--- src/rtl/core/pfc_pkg.sv ---
`timescale 1ns / 1ps
`default_nettype none
// -----------------------------------------------------------------------------
// pfc_pkg: shared types and constants for the predicate filter
// Operation codes, register indexes, float compare helpers, queue word type.
// -----------------------------------------------------------------------------
package pfc_pkg;

	localparam int INPUT_LANES = 4;
	localparam int CNT_W       = 32;
	localparam int FP_W        = 32;

	// predicate operation codes
	localparam logic [2:0] OP_EQ  = 3'd0;
	localparam logic [2:0] OP_NE  = 3'd1;
	localparam logic [2:0] OP_LT  = 3'd2;
	localparam logic [2:0] OP_LE  = 3'd3;
	localparam logic [2:0] OP_GT  = 3'd4;
	localparam logic [2:0] OP_GE  = 3'd5;
	localparam logic [2:0] OP_IN  = 3'd6;
	localparam logic [2:0] OP_NIN = 3'd7;

	// register indexes
	localparam logic [2:0] REG_PRED_COUNT = 3'd0;
	localparam logic [2:0] REG_PRED_OPS   = 3'd1;
	localparam logic [2:0] REG_LIMIT_01   = 3'd2;
	localparam logic [2:0] REG_LIMIT_23   = 3'd3;
	localparam logic [2:0] REG_SET_0      = 3'd4;
	localparam logic [2:0] REG_SET_1      = 3'd5;
	localparam logic [2:0] REG_SET_2      = 3'd6;
	localparam logic [2:0] REG_SET_3      = 3'd7;

	// classified point passed from front to back
	typedef struct packed {
		logic pass;
		logic last;
	} pfc_cls_t;

	// result word
	typedef struct packed {
		logic [CNT_W-1:0] kept_count;
		logic             end_of_cloud;
		logic             passed;
		logic [CNT_W-1:0] point_index;
	} pfc_res_t;

	function automatic logic fp_is_nan(input logic [FP_W-1:0] a);
		return (a[30:23] == 8'hFF) && (a[22:0] != 23'd0);
	endfunction

	// IEEE equality: NaN never equal, -0 == +0
	function automatic logic fp_eq(input logic [FP_W-1:0] a, input logic [FP_W-1:0] b);
		if (fp_is_nan(a) || fp_is_nan(b))
			return 1'b0;
		return (a == b) || ((a[30:0] == 31'd0) && (b[30:0] == 31'd0));
	endfunction

	// IEEE less-than, false on NaN
	function automatic logic fp_lt(input logic [FP_W-1:0] a, input logic [FP_W-1:0] b);
		if (fp_is_nan(a) || fp_is_nan(b))
			return 1'b0;
		if ((a[30:0] == 31'd0) && (b[30:0] == 31'd0))
			return 1'b0;
		if (a[31] != b[31])
			return a[31];
		if (a[31])
			return a[30:0] > b[30:0];
		return a[30:0] < b[30:0];
	endfunction

endpackage
`default_nettype wire

--- src/rtl/core/pfc_front.sv ---
`timescale 1ns / 1ps
`default_nettype none
// -----------------------------------------------------------------------------
// pfc_front: predicate evaluation
// Evaluates all enabled lanes of one point in parallel, registered result.
// -----------------------------------------------------------------------------
module pfc_front #(
	parameter int NUM_PREDICATES = 4,
	parameter int SET_SLOTS      = 2
) (
	input  wire                    clk,
	input  wire                    arst_n,
	input  wire                    in_valid,
	output logic                   in_ready,
	input  wire  [127:0]           in_values,
	input  wire                    in_last,
	input  wire  [2:0]             pred_count,
	input  wire  [11:0]            pred_ops,
	input  wire  [63:0]            limit_01,
	input  wire  [63:0]            limit_23,
	input  wire  [255:0]           set_pairs,
	output logic                   cls_valid,
	input  wire                    cls_ready,
	output pfc_pkg::pfc_cls_t      cls
);
	import pfc_pkg::*;

	localparam int CAP = (NUM_PREDICATES < INPUT_LANES) ? NUM_PREDICATES : INPUT_LANES;

	logic [2:0] lanes;
	logic       pass;
	logic       valid_s1;
	pfc_cls_t   cls_s1;

	// per-lane compare, all lanes in parallel
	always_comb begin
		logic [FP_W-1:0] v, lim, m;
		logic [2:0]      op;
		logic            hit, hold;
		lanes = (pred_count > 3'(CAP)) ? 3'(CAP) : pred_count;
		pass  = 1'b1;
		for (int i = 0; i < INPUT_LANES; i++) begin
			v   = in_values[i*FP_W +: FP_W];
			lim = (i < 2) ? limit_01[(i%2)*FP_W +: FP_W] : limit_23[(i%2)*FP_W +: FP_W];
			op  = pred_ops[i*3 +: 3];
			hit = 1'b0;
			for (int k = 0; k < SET_SLOTS; k++) begin
				m   = set_pairs[i*64 + (k%2)*FP_W +: FP_W];
				hit = hit | fp_eq(v, m);
			end
			case (op)
				OP_EQ:   hold = fp_eq(v, lim);
				OP_NE:   hold = !fp_eq(v, lim);
				OP_LT:   hold = fp_lt(v, lim);
				OP_LE:   hold = fp_lt(v, lim) || fp_eq(v, lim);
				OP_GT:   hold = fp_lt(lim, v);
				OP_GE:   hold = fp_lt(lim, v) || fp_eq(v, lim);
				OP_IN:   hold = hit;
				OP_NIN:  hold = !hit;
				default: hold = 1'b0;
			endcase
			if ((3'(i) < lanes) && !hold)
				pass = 1'b0;
		end
	end

	assign in_ready  = !valid_s1 || cls_ready;
	assign cls_valid = valid_s1;
	assign cls       = cls_s1;

	// stage register
	always_ff @(posedge clk or negedge arst_n) begin
		if (!arst_n) begin
			valid_s1 <= 1'b0;
		end else if (in_ready) begin
			valid_s1 <= in_valid;
		end
	end

	always_ff @(posedge clk) begin
		if (in_ready && in_valid) begin
			cls_s1.pass <= pass;
			cls_s1.last <= in_last;
		end
	end

endmodule
`default_nettype wire

--- src/rtl/core/pfc_queue.sv ---
`timescale 1ns / 1ps
`default_nettype none
// -----------------------------------------------------------------------------
// pfc_queue: two-entry queue between front and back
// Decouples the two sides so either may stall alone.
// -----------------------------------------------------------------------------
module pfc_queue (
	input  wire                clk,
	input  wire                arst_n,
	input  wire                wr_valid,
	output logic               wr_ready,
	input  pfc_pkg::pfc_cls_t  wr_data,
	output logic               rd_valid,
	input  wire                rd_ready,
	output pfc_pkg::pfc_cls_t  rd_data
);
	import pfc_pkg::*;

	pfc_cls_t   mem_q [2];
	logic       wp_q, rp_q;
	logic [1:0] cnt_q;
	logic       wr, rd;

	assign wr_ready = cnt_q != 2'd2;
	assign rd_valid = cnt_q != 2'd0;
	assign rd_data  = mem_q[rp_q];
	assign wr       = wr_valid && wr_ready;
	assign rd       = rd_valid && rd_ready;

	always_ff @(posedge clk or negedge arst_n) begin
		if (!arst_n) begin
			wp_q  <= 1'b0;
			rp_q  <= 1'b0;
			cnt_q <= 2'd0;
		end else begin
			if (wr) wp_q <= !wp_q;
			if (rd) rp_q <= !rp_q;
			cnt_q <= cnt_q + 2'(wr) - 2'(rd);
		end
	end

	always_ff @(posedge clk) begin
		if (wr) mem_q[wp_q] <= wr_data;
	end

endmodule
`default_nettype wire

--- src/rtl/core/pfc_back.sv ---
`timescale 1ns / 1ps
`default_nettype none
// -----------------------------------------------------------------------------
// pfc_back: counters and result compaction
// Updates point and kept counters and emits results into an output register.
// -----------------------------------------------------------------------------
module pfc_back (
	input  wire                clk,
	input  wire                arst_n,
	input  wire                cls_valid,
	output logic               cls_ready,
	input  pfc_pkg::pfc_cls_t  cls,
	output logic               res_valid,
	input  wire                res_ready,
	output pfc_pkg::pfc_res_t  res
);
	import pfc_pkg::*;

	localparam logic [CNT_W-1:0] CNT_MAX = '1;

	logic [CNT_W-1:0] point_q, kept_q, kept_nx;
	logic             res_valid_q;
	pfc_res_t         res_q;
	logic             take, emit;

	assign cls_ready = !res_valid_q || res_ready;
	assign take      = cls_valid && cls_ready;
	assign emit      = cls.pass || cls.last;
	assign kept_nx   = (cls.pass && kept_q != CNT_MAX) ? kept_q + 1'b1 : kept_q;
	assign res_valid = res_valid_q;
	assign res       = res_q;

	// counters and output valid
	always_ff @(posedge clk or negedge arst_n) begin
		if (!arst_n) begin
			point_q     <= '0;
			kept_q      <= '0;
			res_valid_q <= 1'b0;
		end else if (cls_ready) begin
			res_valid_q <= take && emit;
			if (take) begin
				if (cls.last) begin
					point_q <= '0;
					kept_q  <= '0;
				end else begin
					kept_q <= kept_nx;
					if (point_q != CNT_MAX) point_q <= point_q + 1'b1;
				end
			end
		end
	end

	always_ff @(posedge clk) begin
		if (take) begin
			res_q.point_index  <= point_q;
			res_q.passed       <= cls.pass;
			res_q.end_of_cloud <= cls.last;
			res_q.kept_count   <= kept_nx;
		end
	end

endmodule
`default_nettype wire

--- src/rtl/core/predicate_filter_compaction_top.sv ---
`timescale 1ns / 1ps
`default_nettype none
// -----------------------------------------------------------------------------
// predicate_filter_compaction_top: float predicate filter with compaction
// Filters float32 points against up to four predicates and emits indexes.
// -----------------------------------------------------------------------------
// One point per cycle sustained while the output is not stalled. A point is
// evaluated in one registered stage (all lanes in parallel), passes through
// a two-entry queue and reaches the counter stage, which drives a registered
// result word. Failing points that are not last produce no result. Write
// configuration only while idle.
module predicate_filter_compaction_top #(
	parameter int NUM_PREDICATES = 4,
	parameter int SET_SLOTS      = 2
) (
	input  wire          clk,
	input  wire          arst_n,
	input  wire          s_axis_tvalid,
	output logic         s_axis_tready,
	input  wire  [127:0] s_axis_tdata,   // value_0, value_1, value_2, value_3
	input  wire          s_axis_tlast,   // last_point
	output logic         m_axis_tvalid,
	input  wire          m_axis_tready,
	output logic [71:0]  m_axis_tdata,   // point_index, passed, end_of_cloud, kept_count, pad
	input  wire          cfg_valid,
	output logic         cfg_ready,
	input  wire  [2:0]   cfg_index,
	input  wire  [63:0]  cfg_data
);
	import pfc_pkg::*;

	logic [2:0]   pred_count_q;
	logic [11:0]  pred_ops_q;
	logic [63:0]  limit_01_q, limit_23_q;
	logic [255:0] set_pairs_q;
	logic         f_valid, f_ready, q_valid, q_ready;
	pfc_cls_t     f_cls, q_cls;
	pfc_res_t     res;

	assign cfg_ready = 1'b1;

	// configuration registers
	always_ff @(posedge clk or negedge arst_n) begin
		if (!arst_n) begin
			pred_count_q <= '0;
			pred_ops_q   <= '0;
			limit_01_q   <= '0;
			limit_23_q   <= '0;
			set_pairs_q  <= '0;
		end else if (cfg_valid) begin
			case (cfg_index)
				REG_PRED_COUNT: pred_count_q <= cfg_data[2:0];
				REG_PRED_OPS:   pred_ops_q   <= cfg_data[11:0];
				REG_LIMIT_01:   limit_01_q   <= cfg_data;
				REG_LIMIT_23:   limit_23_q   <= cfg_data;
				REG_SET_0:      set_pairs_q[63:0]    <= cfg_data;
				REG_SET_1:      set_pairs_q[127:64]  <= cfg_data;
				REG_SET_2:      set_pairs_q[191:128] <= cfg_data;
				REG_SET_3:      set_pairs_q[255:192] <= cfg_data;
				default: ;
			endcase
		end
	end

	pfc_front #(.NUM_PREDICATES(NUM_PREDICATES), .SET_SLOTS(SET_SLOTS)) u_front (
		.clk(clk), .arst_n(arst_n),
		.in_valid(s_axis_tvalid), .in_ready(s_axis_tready),
		.in_values(s_axis_tdata), .in_last(s_axis_tlast),
		.pred_count(pred_count_q), .pred_ops(pred_ops_q),
		.limit_01(limit_01_q), .limit_23(limit_23_q), .set_pairs(set_pairs_q),
		.cls_valid(f_valid), .cls_ready(f_ready), .cls(f_cls)
	);

	pfc_queue u_queue (
		.clk(clk), .arst_n(arst_n),
		.wr_valid(f_valid), .wr_ready(f_ready), .wr_data(f_cls),
		.rd_valid(q_valid), .rd_ready(q_ready), .rd_data(q_cls)
	);

	pfc_back u_back (
		.clk(clk), .arst_n(arst_n),
		.cls_valid(q_valid), .cls_ready(q_ready), .cls(q_cls),
		.res_valid(m_axis_tvalid), .res_ready(m_axis_tready), .res(res)
	);

	assign m_axis_tdata = {6'd0, res.kept_count, res.end_of_cloud, res.passed,
		res.point_index};

	// output word holds while stalled
	a_hold: assert property (@(posedge clk) disable iff (!arst_n)
		m_axis_tvalid && !m_axis_tready |=> m_axis_tvalid && $stable(m_axis_tdata))
		else $error("result changed under stall");
	// a result that did not pass must be end of cloud
	a_fail_last: assert property (@(posedge clk) disable iff (!arst_n)
		m_axis_tvalid && !res.passed |-> res.end_of_cloud)
		else $error("failing result without end of cloud");
	// kept count never exceeds index plus one
	a_kept: assert property (@(posedge clk) disable iff (!arst_n)
		m_axis_tvalid && res.point_index != 32'hFFFFFFFF |->
		res.kept_count <= res.point_index + 32'd1)
		else $error("kept count too large");

endmodule
`default_nettype wire
--- config.mk ---
export PLATFORM = sky130hd
export DESIGN_NAME = predicate_filter_compaction_top
export DESIGN_NICKNAME = d
export VERILOG_FILES = /design/src/rtl/core/pfc_pkg.sv /design/src/rtl/core/pfc_front.sv /design/src/rtl/core/pfc_queue.sv /design/src/rtl/core/pfc_back.sv /design/src/rtl/core/predicate_filter_compaction_top.sv
export SDC_FILE = /design/constraint.sdc
export NUM_CORES = 1
export LEC_CHECK = 0
export BUFFER_PORTS_ARGS = -buffer_cell sky130_fd_sc_hd__buf_2
export CAP_MARGIN = 5
export CORE_UTILIZATION = 57
export CTS_BUF_LIST = sky130_fd_sc_hd__clkbuf_16
export DETAILED_ROUTE_END_ITERATION = 12
export PLACE_DENSITY = 0.81
export SYNTH_ARGS = -nofsm -noshare
export SYNTH_HDL_FRONTEND = slang
export SYNTH_SLANG_ARGS = --single-unit
--- constraint.sdc ---
create_clock -name clk -period 6 [get_ports clk]
set_input_delay 0 -clock clk [delete_from_list [all_inputs] [get_ports clk]]
set_output_delay 0 -clock clk [all_outputs]
set_load 0.02 [all_outputs]
### Word level (Yosys, flattened, before mapping)

Memory sizes are Yosys's and may differ from the RTL's.
Cells that the tools add are included.
Widths: inputs -> output; s select.

* $add $sub $neg: 4
* order comparisons: 21
* eq/ne operators: 74
* multiplexer cells: 352
* bitwise operators: 4
* reduce and logical (&&, ||, !) cells: 138

Operators by type and width (count)
* $logic_not 31->1: 16
* $eq 32x32->1: 12
* $reduce_bool 23->1: 16
* $mux 1: 343
* $gt 31x31->1: 8
* $lt 31x31->1: 8
* $eq 8x8->1 const B: 16
* $mux 32: 4
* $add 32x1->32 const B: 2
* $ne 32x32->1 const B: 2
* $eq 3x3->1 const B: 20
* $logic_and 1x1->1: 37
* $logic_or 1x1->1: 35
* $pmux 1 s8: 4
* $eq 3x2->1 const B: 10
* $reduce_and 2->1: 9
* $logic_not 1->1: 16
* $eq 3x1->1 const B: 5
* $logic_not 3->1: 5
* $ne 1x1->1: 8
* $lt 1x3->1 const A: 2
* $lt 2x3->1 const A: 2
* $or 1x1->1: 4
* $reduce_bool 2->1: 2
* other kinds (7): 7

* flip-flop bits (word level): 537
* bits in writable memories: 4
* bits of input ports: 201
* output and inout port bits: 75
* word-level logic and storage cells: 615
* memories kept: 1

Memory list
* u_queue.mem_q: words 2, width 2, read ports 1, clocked after Yosys merged registers in 0, write ports 1, RTL line pfc_queue.sv:19 `pfc_cls_t mem_q [2];`

### Depth between registers and ports, before layout

Gate-level depths: netlist (run 1).

* depth in word-level cells: 24
* mapped depth: 12

### Hierarchy

A second synthesis (run 1) with hierarchy kept.

* cells, all modules: 2636
* area total of the unflattened synthesis: 30141.4 sq um

Modules (own cells, without submodules)
* predicate_filter_compaction_top: times used 1, cells each 857, area an instance 14980.6 sq um
* pfc_front: times used 1, cells each 1159, area an instance 8320.5 sq um
* pfc_back: times used 1, cells each 592, area an instance 6463.7 sq um
* pfc_queue: times used 1, cells each 28, area an instance 376.6 sq um

### Worst setup path before layout (run 1)

OpenSTA, ideal clock, no wires.

* kind: reg2reg
* from: register u_back.res_valid_q (netlist: u_back.res_valid)
* to: register u_queue.cnt_q[1]
* setup time: 0.080 ns
* data arrival time: 3.942 ns
* data required time: 5.920 ns
* slack: 1.978 ns
* cell stages (with the launch flop): 10
* path buffers: 1
* clock period less this slack: 4.022 ns
* cells stage by stage: dfrtp_1 nand2b_1 o21ai_1 inv_1 clkbuf_1 ha_1 inv_1 ha_1 xnor2_1 xnor2_1

* cells in the longest elaborated chain, start to end: 4

RTL lines
* from (decl): RTL line pfc_back.sv:22 `logic res_valid_q;`
* from (signal assigned): RTL line pfc_back.sv:40 `res_valid_q <= take && emit;`
* $logic_not 1->1: RTL line pfc_back.sv:26 `assign cls_ready = !res_valid_q || res_ready;`
* $logic_or 1x1->1: RTL line pfc_back.sv:26
* $logic_and 1x1->1
* via u_back.take: RTL line pfc_back.sv:24 `logic take, emit;`
* $sub 2x1->2: RTL line pfc_queue.sv:38 `cnt_q <= cnt_q + 2'(wr) - 2'(rd);`
* to (signal assigned): RTL line pfc_queue.sv:38
* to (decl): RTL line pfc_queue.sv:21 `logic [1:0] cnt_q;`

The timed path passes the listed nets, and every way through them passes these cells.
A chain may end at the register's enable or synchronous reset.

### Worst setup path after layout (run 1)

* from: register limit_01_q[26]
* to: register u_front.cls_s1, in the netlist u_front.cls[1], data pin

* cells in the longest elaborated chain, start to end: 15
* elaborated cells between the ends (all ways): 64
* classes of those cells: order compare (4); eq/ne (2); mux (48); reduce/logical (10)

RTL lines
* from (decl): RTL line predicate_filter_compaction_top.sv:34 `logic [63:0] limit_01_q, limit_23_q;`
* from (signal assigned): RTL line predicate_filter_compaction_top.sv:54 `REG_LIMIT_01: limit_01_q <= cfg_data;`
* parallel branches: the longest is 11 deep, another holds $gt 31x31->1
* $pmux 1 s8 (*): RTL line pfc_front.sv:51 `case (op)`
* $logic_not 1->1 (*): RTL line pfc_front.sv:62 `if ((3'(i) < lanes) && !hold)`
* $logic_and 1x1->1 (*): RTL line pfc_front.sv:62
* $mux 1 (*): RTL line pfc_front.sv:62
* to (decl): RTL line pfc_front.sv:33 `pfc_cls_t cls_s1;`

Mark *: on every way between the ends. The select of a mux whose other input is x is not followed.

==> qor.json, run 1 <==
{
  "run_status": {
    "run_status": "complete, but fails checks",
    "violations": "hold timing"
  },
  "floorplanning": {
    "core_area_um2": 50100,
    "fp.dieArea_um2": 51500,
    "start_util_pct": 57.6,
    "die-width_um": 227,
    "rows": 82,
    "die_height_um": 227,
    "io-pin-count": 276
  },
  "cells_and_area": {
    "fillers": 3743,
    "layout.area.seq_um2": 13900,
    "syn_to_final_growth_pct": 16.1,
    "multi_input_comb_area_um2": 14100,
    "post_route_cells_drive_above_1_share_pct": 25.0,
    "num-nets-final": 3242,
    "instances_no_fill": 3637
  },
  "clocking": {
    "cts_setup_buffers": 0,
    "number_of_h_tree_branching_levels": 2,
    "clock_path_buffers": 3,
    "path_clk_slew_ps": 60,
    "cts_made_buffers": 56,
    "worst_skew_pair.late_latency_ps": 630,
    "clock-root-buffer": "clkbuf_16",
    "cts_num_sinks": 541,
    "cts_tree": "yes"
  },
  "synth": {
    "synth-compound-area-share_pct": 6.20,
    "synth_seq_cells": 541,
    "count_of_flip_flops_with_a_built_in_enable_after_synthesis": 72,
    "syn-instance-count": 2572,
    "synth_area_um2": 28900,
    "seq_area_frac_synth_pct": 48.2,
    "yosys.area_share.adder_pct": 5.55,
    "synth.distinct_cells": 75,
    "synth-async-reset-ratio_pct": 86.7,
    "dominantRegCellSynth": "dfrtp_1",
    "syn_area_per_cell_um2": 11.2,
    "synth_top_family_by_area": "simple AND/OR/NAND/NOR gates",
    "yosys.area_share.xor_xnor_pct": 9.86,
    "ys.warnings.count": 0,
    "synth_simple_gate_area_share_pct": 13.9,
    "synth.mux.area_fraction_pct": 13.3
  },
  "grt": {
    "number_of_global_route_vias_before_repair": 23000,
    "grt_first_pass_wirelength_um": 136000,
    "grt_util_all_layers_pct": 35.8,
    "antenna_violations_before_repair": 8,
    "maximum_number_of_pins_on_one_net_before_global_route_repair": 196,
    "grt_overflow": 0
  },
  "sta": {
    "worst_slew_pin_tran_ps": 1270,
    "maxSlewHeadroom_pct": 15.5,
    "setup_repair_after_global_routing_missed_its_margin": "false",
    "setup_viol": 0,
    "skew_ps": 27.2,
    "final-hold-violation-count": 6,
    "fin_worst_hold_slack_ps": -12.8,
    "setup_total_negative_slack_ps": 0,
    "final.period_utilization_pct": 55.9,
    "timing_max_transition_violations_final": 0,
    "timing.fmax_mhz": 298,
    "worst_slack_ps": 2650,
    "finalCriticalPeriod_ps": 3350
  },
  "pwr": {
    "p_int_mw": 7.98,
    "power-per-cell-area_nw_per_um2": 358,
    "cellLeakagePower_nw": 14.2,
    "logic_gate_share_of_total_power_pct": 26.0,
    "clock_power_share_pct": 29.7,
    "worst_ir_drop_vdd_uv": 254,
    "p_sw_share_pct": 33.5,
    "seqPwrFrac_pct": 44.3,
    "p_total_mw": 12.0,
    "switching_power_mw": 4.02
  },
  "route": {
    "postRouteAntennaNets": 0,
    "detail_route.first_pass.iterations": 6,
    "routed_length_per_instance_um": 25.2,
    "post_drt_via_cell_ratio": 6.40,
    "route.detailed.drc": 0,
    "routed_wirelength_um": 91600,
    "detailroute.via_count": 23300,
    "dr.first_iter.drc_count": 2578
  },
  "placed_design": {
    "pre_cts_ws_ps": 2730,
    "gp_congestion": 1.02,
    "place.port_buffers": 268,
    "placedCellCount": 3454,
    "detailed_place_hpwl_um": 63300
  },
  "setup_path": {
    "critPathLaunchType": "flop",
    "worst_r2r_endpoint": "u_front.cls[1]",
    "r2r-start": "limit_01_q[26]",
    "ff2ff_path_depth": 11,
    "critical_path.max_stage_delay_ps": 570,
    "crit_arrival_ps": 3710,
    "worst_setup_path_startpoint": "limit_01_q[26]",
    "critical_path_required_ps": 6350,
    "ff2ff_setup_slack_ps": 2650,
    "worstSetupEndpointType": "flop",
    "cp_max_fo": 3,
    "critical-path-slowest-cell": "o311ai_0",
    "criticalPathCategory": "flop to flop",
    "sequence_of_cells_on_the_critical_path": "inv_1 > ha_1 > nand4_1 > nor4_1 > and4_1 > inv_1 > a21oi_1 > mux2i_1 > nand4_1 > o311ai_0 > a22oi_2"
  },
  "min_path": {
    "min-delay-path-class": "input pin to async pin"
  },
  "run": {
    "maxCapViolations": 0
  }
}
[timing repair]
item / in CTS / in global routing
hold buffers: 73 / 0
hold endpoints to repair: 494 / 0
endpoints found under the setup margin: 0 / 0
resized for setup: 0 / 0
[synthesized netlist by cell type, types with 36 or more instances]
cell type,count,share of area (%)
inv_1,143,1.9
nand2_1,173,2.3
clkbuf_1,65,0.85
nor4_1,129,2.8
dfrtp_1,469,41
a21oi_1,58,1.0
nand4_1,162,3.5
ha_1,128,5.5
o21ai_0,119,2.1
nor3_1,36,0.62
xnor2_1,293,8.9
nor2_1,79,1.0
mux2_2,337,13
edfxtp_1,72,7.5
nand3_1,41,0.71
[worst max-delay path by stage]
stage	endpoint	depth (start not counted)
global route	u_front.cls[1]	11
global placement	u_front.cls[1]	11
detailed placement	u_front.cls[1]	11
CTS	u_front.cls[1]	11
floorplan	u_queue.cnt_q[1]	9
finish	u_front.cls[1]	11
[worst max-delay path: cells and delay by family, from the launching register on]
family / cells / cell delay (ps)
DFF: 1 / 360
muxes: 1 / 220
and+or+nand+nor: 4 / 1140
buffers and inverters: 2 / 150
adders and majority gates: 1 / 320
AOI/OAI and AO/OA: 3 / 890
[through the flow]
step / utilization (%) / instance area, um2
6_report: 66.9 / 33500
5_1_grt: 66.9 / 33500
4_1_cts: 66.9 / 33500
3_5_place_dp: 61.7 / 30900
3_3_place_gp: 61.7 / 30900
2_1_floorplan: - / 28900
[cell type report]
type | count | share of cell area [%]
well taps | 672 | 2.51
flip-flops and latches | 541 | 41.5
inverters | 143 | 1.60
repair buffers | 353 | 6.56
clock buffers | 57 | 4.26
clock inverters | 48 | 1.33
multi-input cells | 1818 | 42.2
diodes | 5 | 0.0373
[routing by layer]
metal	GRT usage, %	up-vias	wire (um)
met5	0	-	43
met4	25.9	8	7490
met3	7.16	422	8560
met2	56.7	1400	41800
met1	43.8	11400	33600
li1	-	10100	-
[cell usage in the layout, fill, tap and decap left out, drive strengths merged, types with 8 or more instances in the layout]
master / Yosys / routed
a211oi: 9 / 9
a21o: 9 / 9
a21oi: 58 / 58
a22o: 12 / 12
a31oi: 9 / 9
and3: 24 / 24
and4: 14 / 14
buf: 10 / 280
clkbuf: 65 / 57
clkinv: 0 / 23
dfrtp: 469 / 469
dlygate4sd3: 0 / 73
edfxtp: 72 / 72
ha: 128 / 128
inv: 143 / 154
mux2: 339 / 339
nand2: 173 / 173
nand2b: 8 / 8
nand3: 43 / 43
nand4: 163 / 163
nor2: 80 / 80
nor2b: 9 / 9
nor3: 36 / 36
nor4: 134 / 134
o21ai: 132 / 132
o311ai: 9 / 9
o31ai: 12 / 12
xnor2: 293 / 293
xor2: 32 / 32
[power groups by stage]
| stage | clock network (mW) | registers (mW) | logic, mW |
|---|---|---|---|
| detailed placement | 0 | 5.34 | 3.01 |
| global placement | 0 | 5.30 | 2.90 |
| CTS | 3.59 | 5.29 | 3.08 |
| finish | 3.56 | 5.32 | 3.12 |
| global route | 3.73 | 5.41 | 3.39 |
| floorplan | 0 | 5.38 | 1.87 |
[cell families (layout without fill, tap and decap cells)]
logic type | Yosys count | count (layout)
buffers and inverters | 218 | 601
AOI/OAI and AO/OA | 288 | 288
DFF | 541 | 541
adders and majority gates | 128 | 128
muxes | 342 | 342
other | 2 | 12
xor gates and xnor gates | 325 | 325
and+or+nand+nor | 728 | 728
[registers in the layout, summed over array words and instances (netlist names)]
register,cells
u_back.point_q,32
pred_ops_q,12
set_pairs_q,256
limit_01_q,64
u_queue.wp_q,1
u_front.cls,2
u_queue.mem_q,4
u_back.res,66
pred_count_q,3
u_queue.cnt_q,2
limit_23_q,64
u_front.cls_valid,1
u_back.res_valid,1
u_back.kept_q,32
u_queue.rp_q,1
No activity file was read; power rests on OpenSTA's default activity.
==> inputs of run 2 (changes only) <==
--- a/config.mk
+++ b/config.mk
@@ -5,6 +5,7 @@
 export SDC_FILE = /design/constraint.sdc
 export NUM_CORES = 1
 export LEC_CHECK = 0
+export ABC_AREA = 1
 export BUFFER_PORTS_ARGS = -buffer_cell sky130_fd_sc_hd__buf_2
 export CAP_MARGIN = 5
 export CORE_UTILIZATION = 57
==> constraint.sdc (replaced) <==
create_clock -name clk -period 3.1 [get_ports clk]
set_input_delay 0 -clock clk [delete_from_list [all_inputs] [get_ports clk]]
set_output_delay 0 -clock clk [all_outputs]
set_load 0.02 [all_outputs]
==> qor.json, run 2 <==
{
  "placed_design": {
    "place.port_buffers": 268,
    "gp_congestion": 1.00,
    "detailed_place_hpwl_um": 66500,
    "pre_cts_ws_ps": 482,
    "placedCellCount": 4525
  },
  "route": {
    "dr.first_iter.drc_count": 3196,
    "route.detailed.drc": 0,
    "detail_route.first_pass.iterations": 6,
    "routed_wirelength_um": 95100,
    "post_drt_via_cell_ratio": 5.80,
    "postRouteAntennaNets": 0,
    "detailroute.via_count": 27300,
    "routed_length_per_instance_um": 20.2
  },
  "cells_and_area": {
    "post_route_cells_drive_above_1_share_pct": 11.4,
    "top_regs": "set_pairs_q: 256 flops, u_back.res: 66 flops",
    "top_register": "set_pairs_q",
    "num-nets-final": 4305,
    "layout_commonest_cell": "nand2_1",
    "fillers": 4196,
    "largest_register_ff_count": 256,
    "syn_to_final_growth_pct": 15.5,
    "instances_no_fill": 4711,
    "top_library_cells_by_usage_in_the_layout_fill_and_taps_aside": "911 x nand2_1, 469 x dfrtp_1, 447 x inv_1, 428 x o21ai_0, 267 x buf_2"
  },
  "synth": {
    "count_of_flip_flops_with_a_built_in_enable_after_synthesis": 72,
    "syn_area_per_cell_um2": 8.14,
    "synth_top_cell_by_area": "dfrtp_1",
    "synth.top_cells.by_count": "915 x nand2_1, 469 x dfrtp_1, 440 x inv_1, 428 x o21ai_0, 234 x nor2_1",
    "ys.warnings.count": 0,
    "synth-async-reset-ratio_pct": 86.7,
    "seq_area_frac_synth_pct": 46.7,
    "dominantRegCellSynth": "dfrtp_1",
    "synth.distinct_cells": 51,
    "synth.top_cells.by_area": "dfrtp_1 39%, nand2_1 12%, edfxtp_1 7.3%, o21ai_0 7.2%, inv_1 5.5%",
    "syn-instance-count": 3658,
    "synth_top_area_share_pct": 39.4,
    "synth_area_um2": 29800,
    "synth_most_common_cell": "nand2_1",
    "synth_seq_cells": 541
  },
  "setup_path": {
    "sequence_of_cells_on_the_critical_path": "inv_1 > ha_1 > nand2_1 > nor3_1 > nand3_1 > o21ai_0 > nand2_1 > a21o_1 > nor2_1 > nand2_1 > nand2_1 > nand2_1 > nand3_1 > nor2_1",
    "critical_path.max_stage_delay_ps": 420,
    "ff2ff_path_depth": 14,
    "critPathLaunchType": "flop",
    "timing.critical_path.mode_cell": "nand2_1",
    "criticalPathCategory": "flop to flop",
    "critical-path-slowest-cell": "nor3_1",
    "worst_r2r_endpoint": "u_front.cls[1]",
    "crit_arrival_ps": 3050,
    "worstSetupEndpointType": "flop",
    "critical-path-top-delay-family": "simple AND/OR/NAND/NOR gates",
    "cp_max_fo": 3,
    "ff2ff_setup_slack_ps": 440,
    "critical_path_required_ps": 3490,
    "critical_path.n_buffers_inverters": 1,
    "r2r-start": "limit_23_q[14]"
  },
  "sta": {
    "finalCriticalPeriod_ps": 2660,
    "final-hold-violation-count": 0,
    "maxSlewHeadroom_pct": 24.0,
    "timing_max_transition_violations_final": 0,
    "setup_repair_after_global_routing_missed_its_margin": "false",
    "skew_ps": 29.6,
    "worst_slew_pin_tran_ps": 1140,
    "setup_total_negative_slack_ps": 0,
    "final.period_utilization_pct": 85.9,
    "timing.fmax_mhz": 376,
    "setup_viol": 0,
    "worst_slack_ps": 438
  },
  "clocking": {
    "path_clk_slew_ps": 70,
    "cts_made_buffers": 55,
    "clock-root-buffer": "clkbuf_16",
    "clock_path_buffers": 3,
    "worst_skew_pair.late_latency_ps": 620,
    "cts_setup_buffers": 0,
    "cts_tree": "yes",
    "number_of_h_tree_branching_levels": 2,
    "cts_num_sinks": 541
  },
  "floorplanning": {
    "fp.dieArea_um2": 53200,
    "rows": 83,
    "die_height_um": 231,
    "start_util_pct": 57.8,
    "die-width_um": 231,
    "io-pin-count": 276,
    "core_area_um2": 51500
  },
  "grt": {
    "number_of_global_route_vias_before_repair": 26100,
    "maximum_number_of_pins_on_one_net_before_global_route_repair": 129,
    "grt_overflow": 0,
    "grt_first_pass_wirelength_um": 146000,
    "antenna_violations_before_repair": 6,
    "grt_util_all_layers_pct": 36.0
  },
  "min_path": {
    "hold_path_startpoint": "cfg_data[27]",
    "min-delay-path-class": "input pin to flop",
    "min_delay_worst_endpoint": "set_pairs_q[219]",
    "min_delay_path_depth": 4
  },
  "run": {
    "maxCapViolations": 0
  },
  "run_status": {
    "run_status": "finished clean"
  },
  "pwr": {
    "worst_ir_drop_vdd_uv": 530,
    "power-per-cell-area_nw_per_um2": 658,
    "cellLeakagePower_nw": 16.4
  }
}
-- run 2: stage by stage --
step           util [%]  power (mW)  hold WS, ps  area (um2)
6_report           66.8        22.6          125       34400
3_5_place_dp       61.8        15.9         53.4       31800
4_1_cts            66.7        22.6         99.3       34400
5_1_grt            66.7        23.8          133       34400
3_3_place_gp       61.8        15.6         47.0       31800
2_1_floorplan         -        13.8         -296       29800
-- run 2: worst max-delay path by stage --
| stage | start | endpoint | slack, ps | cells past startpoint |
|---|---|---|---|---|
| 2_1_floorplan | u_back.res_valid | u_queue.cnt_q[1] | 280 | 9 |
| 3_3_place_gp | limit_01_q[46] | u_front.cls[1] | 520 | 17 |
| 3_5_place_dp | limit_01_q[46] | u_front.cls[1] | 480 | 17 |
| 4_1_cts | limit_23_q[14] | u_front.cls[1] | 460 | 14 |
| 5_1_grt | limit_01_q[54] | u_front.cls[1] | 190 | 17 |
| 6_report | limit_23_q[14] | u_front.cls[1] | 440 | 14 |
-- run 2: cells by family (layout without fill, tap and decap cells) --
group / count (synthesis) / in the layout / synth area share [%]
simple gates: 1635 / 1635 / 24.5
compound gates: 597 / 597 / 10.4
buf+inv: 553 / 913 / 7.09
flops: 541 / 541 / 46.7
xor+xnor: 202 / 202 / 5.94
fa+ha+maj: 128 / 128 / 5.38
other cells: 2 / 15 / 0.0252
-- run 2: layout make-up --
type	instances	area [um2]	area share (%)
sequential	541	13900	40.4
clock buffer	56	1400	4.08
multi-input combinational	2569	13800	40.2
antenna	8	20.0	0.0582
clock inverter	48	374	1.09
tap	680	851	2.47
inverter	449	1690	4.90
timing repair buffer	360	2310	6.73
-- run 2: what timing repair did --
action | in CTS | in global routing
hold buffers | 74 | 0
hold endpoints to repair | 807 | 0
gates resized for setup | 0 | 0
-- run 2: worst register-to-register path, delay by kind of cell (launching register included) --
kind | cells | cell delay [ps]
AOI/OAI and AO/OA | 2 | 490
and+or+nand+nor | 10 | 1250
adders and majority gates | 1 | 300
DFF | 1 | 340
buffers and inverters | 1 | 60
-- run 2: power breakdown --
group | internal [mW] | total (mW) | switching [mW]
sequential | 8.82 | 10.0 | 1.19
combinational | 2.12 | 5.97 | 3.84
clock | 3.64 | 6.65 | 3.01
total | 14.6 | 22.6 | 8.05
-- run 2: layer usage --
| layer | up-vias | GRT usage, % | share of wire, % |
|---|---|---|---|
| li1 | 12700 | - | - |
| met4 | 4 | 26.6 | 8.4 |
| met1 | 12700 | 47.0 | 39 |
| met2 | 1532 | 54.0 | 43 |
| met3 | 388 | 6.41 | 10 |
| met5 | - | 0 | 0.023 |
